--- config.mk ---
export PLATFORM = sky130hd
export DESIGN_NAME = esg_col_cell
export DESIGN_NICKNAME = d
export VERILOG_FILES = /design/src/rtl/esg_pkg.sv /design/src/rtl/esg_col_cell.sv
export SDC_FILE = /design/constraint.sdc
export NUM_CORES = 1
export LEC_CHECK = 0
export BUFFER_PORTS_ARGS = -buffer_cell sky130_fd_sc_hd__buf_4
export CAP_MARGIN = 20
export CORE_MARGIN = 5
export CORE_UTILIZATION = 28
export DETAILED_ROUTE_END_ITERATION = 10
export GPL_ROUTABILITY_DRIVEN = 0
export PLACE_DENSITY = 0.56
export SLEW_MARGIN = 20
export SYNTH_ARGS = -nofsm -noshare
export SYNTH_HDL_FRONTEND = slang
export SYNTH_SLANG_ARGS = --single-unit
--- constraint.sdc ---
create_clock -name clk_i -period 2.5 [get_ports clk_i]
set_clock_uncertainty 0.15 [all_clocks]
set_input_delay 0.5 -clock clk_i [delete_from_list [all_inputs] [get_ports clk_i]]
set_output_delay 0.5 -clock clk_i [all_outputs]
set_load 0.05 [all_outputs]
--- src/rtl/esg_pkg.sv ---
`timescale 1ns / 1ps
`default_nettype none

package esg_pkg;

  localparam int MAX_WIDTH  = 1024;
  localparam int MAX_HEIGHT = 1024;
  localparam int MIN_SIZE   = 3;

  localparam int CFG_W  = 11;
  localparam int IDX_W  = $clog2(MAX_WIDTH);
  localparam int WID_W  = $clog2(MAX_WIDTH + 1);
  localparam int CMP_W  = (WID_W > CFG_W) ? WID_W : CFG_W;
  localparam int ROW_W  = $clog2(MAX_HEIGHT);

  localparam int GRAY_W = 8;
  localparam int PIX_W  = GRAY_W + 1;
  localparam int POS_W  = 10;
  localparam int GRAD_W = 11;
  localparam int SUM_W  = GRAY_W + 2;
  localparam int DIFF_W = GRAY_W + 1;

  localparam logic [GRAY_W-1:0] EDGE_MARK = 8'd255;

  typedef enum logic {
    CFG_IMAGE_WIDTH  = 1'b0,
    CFG_IMAGE_HEIGHT = 1'b1
  } cfg_idx_e;

  typedef struct packed {
    logic [PIX_W-1:0] top;
    logic [PIX_W-1:0] mid;
    logic [PIX_W-1:0] bot;
  } col_t;

  typedef struct packed {
    logic             row_ok;
    logic             col_ok;
    logic [POS_W-1:0] row;
    logic [POS_W-1:0] col;
  } pos_t;

endpackage

`default_nettype wire

--- src/rtl/esg_col_cell.sv ---
`timescale 1ns / 1ps
`default_nettype none

module esg_col_cell (
  input  wire logic                              clk_i,
  input  wire logic                              rst_ni,
  input  wire logic                              shift_i,
  input  wire esg_pkg::col_t                     col_i,
  output esg_pkg::col_t                          col_o,
  output logic        [esg_pkg::SUM_W-1:0]       sum_o,
  output logic signed [esg_pkg::DIFF_W-1:0]      diff_o
);
  import esg_pkg::*;

  col_t col_q;

  always_ff @(posedge clk_i or negedge rst_ni) begin
    if (!rst_ni) begin
      col_q <= '0;
    end else if (shift_i) begin
      col_q <= col_i;
    end
  end

  assign col_o  = col_q;
  assign sum_o  = SUM_W'(col_q.top[GRAY_W-1:0]) + {1'b0, col_q.mid[GRAY_W-1:0], 1'b0}
                + SUM_W'(col_q.bot[GRAY_W-1:0]);
  assign diff_o = $signed({1'b0, col_q.bot[GRAY_W-1:0]})
                - $signed({1'b0, col_q.top[GRAY_W-1:0]});

endmodule

`default_nettype wire

### After elaboration in Yosys (flattened, before gate mapping)

Index checks and enable logic that the tools add are counted.

* bits in registers: 27
* output and inout bits: 46
* input port bits: 30
* logic and storage cells: 6

* add/sub/neg operators: 3

Operators with widths (number)
* 10-bit by 8-bit adder with 10-bit output: 1
* 8-bit by 9-bit adder with 10-bit output: 1
* 8-bit by 8-bit subtractor with 9-bit output: 1

### Logic depth before layout (Yosys ltp)

* word-level depth: 2
* mapped depth: 9
* mapped depth without buffers: 9

### Least setup slack after synthesis

No wires, ideal clock.

* path kind: register -> output
* start point: register col_q (netlist bit col_o[1])
* end point: output sum_o[9] in the netlist's numbering
* data required time: 1.850 ns
* setup slack: -1.249 ns
* data arrival time: 3.099 ns
* cell stages (with the launch flop): 9
* buffers on the path: 0
* cell sequence: dfrtp_1 > inv_1 > fa_1 > inv_1 > ha_1 > fa_1 > a21oi_1 > o21a_1 > o21ai_0

* cells in the longest elaborated chain, start to end: 1

Ends and longest elaborated chain
* start, declared: RTL line esg_col_cell.sv:15 `col_t col_q;`
* start signal, assigned: RTL line esg_col_cell.sv:21 `col_q <= col_i;`
* 10-bit by 8-bit adder with 10-bit output: RTL line esg_col_cell.sv:27 `+ SUM_W'(col_q.bot[GRAY_W-1:0]);`
* end, declared: RTL line esg_col_cell.sv:10 `output logic [esg_pkg::SUM_W-1:0] sum_o,`

Every way passes these cells.

### Final worst setup path

* start point: register col_q (netlist bit col_o[10])
* end point: output sum_o[6] in the netlist's numbering

* cells in the longest elaborated chain, start to end: 2

Ends and longest elaborated chain
* 8-bit by 9-bit adder with 10-bit output: RTL line esg_col_cell.sv:26 `assign sum_o = SUM_W'(col_q.top[GRAY_W-1:0]) + {1'b0, col_q.mid[GRAY_W-1:0], 1'b0}`
* 10-bit by 8-bit adder with 10-bit output: RTL line esg_col_cell.sv:27

Every way passes these cells.

==> impl_table.tex <==
\begin{tabular}{lr}
\hline
Metric & Value \\
\hline
\multicolumn{2}{l}{\textbf{Run status}} \\
Outcome & complete, but fails checks \\
Violated checks & negative setup slack \\
\multicolumn{2}{l}{\textbf{Setup path}} \\
CP startpoint kind & register \\
Critical Path RT & 1850 ps \\
Buffers and inverters on the worst path & 1 \\
CP Class & reg2out \\
Number of cells on the worst reg-to-reg path & 5 \\
Endpoint type of the worst setup path & output pin \\
Critical-path cell list & fa\_1, ha\_1, a21o\_1, a21oi\_4, o21bai\_1, a21oi\_2, xnor2\_2, buf\_6 \\
Slowest cell on crit path & fa\_1 \\
Number of gates on the worst path with buffers counted & 8 \\
Dominant delay contributor by cell family on the critical path & adder cells \\
Crit path max fanout & 3 \\
Slowest cell delay on critical path & 590 ps \\
Arrival @ worst endpoint & 2480 ps \\
\multicolumn{2}{l}{\textbf{Yosys}} \\
Number of synthesized flops with an enable pin & 0 \\
YS warnings & 0 \\
Number of distinct library cells after synthesis & 28 \\
Leading area contributor after synthesis & dfrtp\_1 \\
Total nets after synthesis & 215 \\
Number of standard cells after synthesis & 159 \\
Most numerous cell in the Yosys netlist & dfrtp\_1 \\
Most used flip-flop cell after synthesis & dfrtp\_1 \\
Summed instance area of the synthesized netlist & 0.00175 mm2 \\
Area share of the largest cell type after synthesis & 0.385 \\
Share of the yosys chip area belonging to registers & 0.385 \\
Post-Synthesis Mean Instance Area & 11.0 um2 \\
Flip-flop and latch count after synthesis & 27 \\
Async S/R FF share, synth & 1.00 \\
Leading post-synthesis cells by cell area & dfrtp\_1 39\%, ha\_1 12\%, mux2\_2 11\% \\
Leading post-synthesis cells by instance count & 27 x dfrtp\_1, 17 x ha\_1, 17 x inv\_1, 17 x mux2\_2, 14 x o21ai\_0 \\
\multicolumn{2}{l}{\textbf{CTS}} \\
Worst-case clock buffer depth & 2 \\
TritonCTS clock tree & yes \\
Insertion delay to the later sink of the worst-skew pair & 270 ps \\
Number of clock buffers inserted by TritonCTS & 3 \\
Total number of H-tree levels & 1 \\
Cell at the root of the clock tree & clkbuf\_8 \\
Clock sinks & 27 \\
Clock-pin slew on the worst setup and hold paths & 100 ps \\
\multicolumn{2}{l}{\textbf{Power and ir drop}} \\
Maximum resistive drop on vdd & 0.463 mV \\
Power per cell area & 929 mW/mm2 \\
Part of the total power dissipated in the clock network & 0.082 \\
Combinational cell fraction of total power & 0.752 \\
Net switching component of the power & 1500 uW \\
Final total power & 3130 uW \\
Share of total power consumed by net switching & 0.479 \\
Sequential share of power & 0.166 \\
P\_int & 1630 uW \\
Static leakage power & 0.00157 uW \\
\multicolumn{2}{l}{\textbf{STA}} \\
Portion of the clock cycle consumed by the worst path in the final layout & 1.25 \\
Final critical path time including I/O delays and setup & 3130 ps \\
Count of final hold-check violations & 0 \\
Max transition margin & 0.724 \\
Final WS setup & -634 ps \\
Highest achievable clock rate & 319 MHz \\
Transition at the pin with the smallest max-transition slack & 414 ps \\
Setup-violating endpoint count in the final report & 14 \\
Final Hold Slack & 265 ps \\
Final Max Slew Viols & 0 \\
Setup repair after global routing missed its margin & true \\
\multicolumn{2}{l}{\textbf{GRT}} \\
Vias in the first global route & 1753 \\
Total global routing overflow & 0 \\
Wire length of the first global-routing pass & 8310 um \\
Maximum number of pins on one net before global-route repair & 38 \\
GRT Overall Usage & 0.137 \\
Initial antenna violation count & 0 \\
\multicolumn{2}{l}{\textbf{Worst hold path}} \\
Cell count of the worst hold path & 3 \\
Kind of path behind the tightest hold check & in2reg \\
\multicolumn{2}{l}{\textbf{Final layout}} \\
Post-route standard cell area excluding fillers & 0.00337 mm2 \\
Number of filler instances in the final layout & 516 \\
Count of placed standard cells in the final layout, fillers left out & 361 \\
Fraction of layout cells with a size suffix above 1 & 0.752 \\
Post-layout net count & 343 \\
Diode count & 0 \\
Number of flip-flops in the largest register & 27 \\
Synthesis-to-layout area growth & 92.3\% \\
\multicolumn{2}{l}{\textbf{Route}} \\
Number of routed nets with antenna violations & 0 \\
Initial DRT Pass Iterations & 4 \\
Vias after detailed routing & 1605 \\
Iteration-0 DRC Markers & 23 \\
Final wirelength & 5170 um \\
Routed len/inst & 14.3 um \\
Remaining DRCs & 0 \\
Detailed-route vias per instance & 4.45 \\
\multicolumn{2}{l}{\textbf{Place}} \\
Port buffer count & 75 \\
Pre-CTS worst setup slack & -452 ps \\
Placed insts & 346 \\
Post-DP HPWL & 4120 um \\
DP Area & 0.00293 mm2 \\
\multicolumn{2}{l}{\textbf{Floorplanning}} \\
DIE AREA & 0.00794 mm2 \\
Die span in y & 89.1 um \\
Initial Utilization & 0.293 \\
Die X & 89.1 um \\
Core footprint & 0.00599 mm2 \\
Placement row count & 28 \\
Number of primary I/O pins & 76 \\
\multicolumn{2}{l}{\textbf{Flow run}} \\
Maximum Capacitance Violations & 0 \\
\hline
\end{tabular}
-- layout by cell type (no fill, tap or decap), types with 3 or more instances in the layout --
cell type	netlist	final
buf_4	1	101
buf_6	0	24
mux2_2	17	17
dfrtp_2	0	16
nand2_1	12	12
inv_1	17	11
dfrtp_1	27	11
o21ai_0	14	10
ha_1	17	8
fa_1	9	7
ha_4	0	7
inv_2	0	5
a21oi_4	0	4
xnor2_4	0	4
xnor2_2	0	4
a21oi_2	1	3
o21ai_2	1	3
nor2b_4	1	3
clkbuf_8	0	3
-- power by group through the flow --
stage / Sequential [uW] / Combinational, uW / Clock, uW
floorplan: 684 / 1230 / 0
global placement: 526 / 1990 / 0
detailed placement: 528 / 2000 / 0
CTS: 520 / 2270 / 273
global route: 527 / 2490 / 283
finish: 520 / 2350 / 258
-- cell families (layout without fill, tap and decap cells) --
family,Yosys count,in the layout,synth area share
AOI/OAI and AO/OA,34,34,0.116
DFF,27,27,0.385
adders and majority gates,26,26,0.224
and+or+nand+nor,23,23,0.0642
buffers and inverters,22,149,0.0507
muxes,17,17,0.109
xor gates and xnor gates,10,10,0.0500
-- worst min-delay path, delay by kind of cell --
family | cells | cell delay [ps]
AO/OA/AOI/OAI | 1 | 50
buffers and inverters | 1 | 70
AND/OR/NAND/NOR | 1 | 40
-- what timing repair did --
item	4_1_cts	5_1_grt
hold buffers	1	0
buffers inserted	10	5
endpoints found under the setup margin	14	15
resized for setup	46	23
endpoints found under the hold margin	27	0
pin swaps	24	21
-- per-layer routing --
metal,vias to the layer above,track usage,wire length (um)
met1,765,0.173,2140
li1,798,-,-
met2,36,0.238,2700
met4,0,0.0406,57
met3,6,0.0267,272
met5,-,0,0
-- final timing paths --
check | start | endpoint | slack [ps]
setup / recovery | col_o[10] | sum_o[6] | -630
hold / removal | col_i[25] | col_o[25] | 260
setup reg to reg | col_o[20] | col_o[20] | 1370
hold reg to reg | col_o[26] | col_o[26] | 370
max in group asynchronous | rst_ni | col_o[21] | 1390
min in group asynchronous | rst_ni | col_o[16] | 510
-- final cells by class --
type / count / area (um2) / area share
sequential: 27 / 696 / 0.206
inverter: 17 / 66.3 / 0.0197
tap: 75 / 93.8 / 0.0278
timing repair buffer: 128 / 1070 / 0.317
clock buffer: 4 / 45.0 / 0.0134
multi-input combinational: 110 / 1400 / 0.416
-- stage by stage --
step,util,setup TNS (ps)
CTS,0.544,-6000
global placement,0.489,-2350
finish,0.563,-5330
floorplan,-,-3480
detailed placement,0.489,-2500
global route,0.563,-6650
Note: power is estimated with default switching activity, not from simulation.
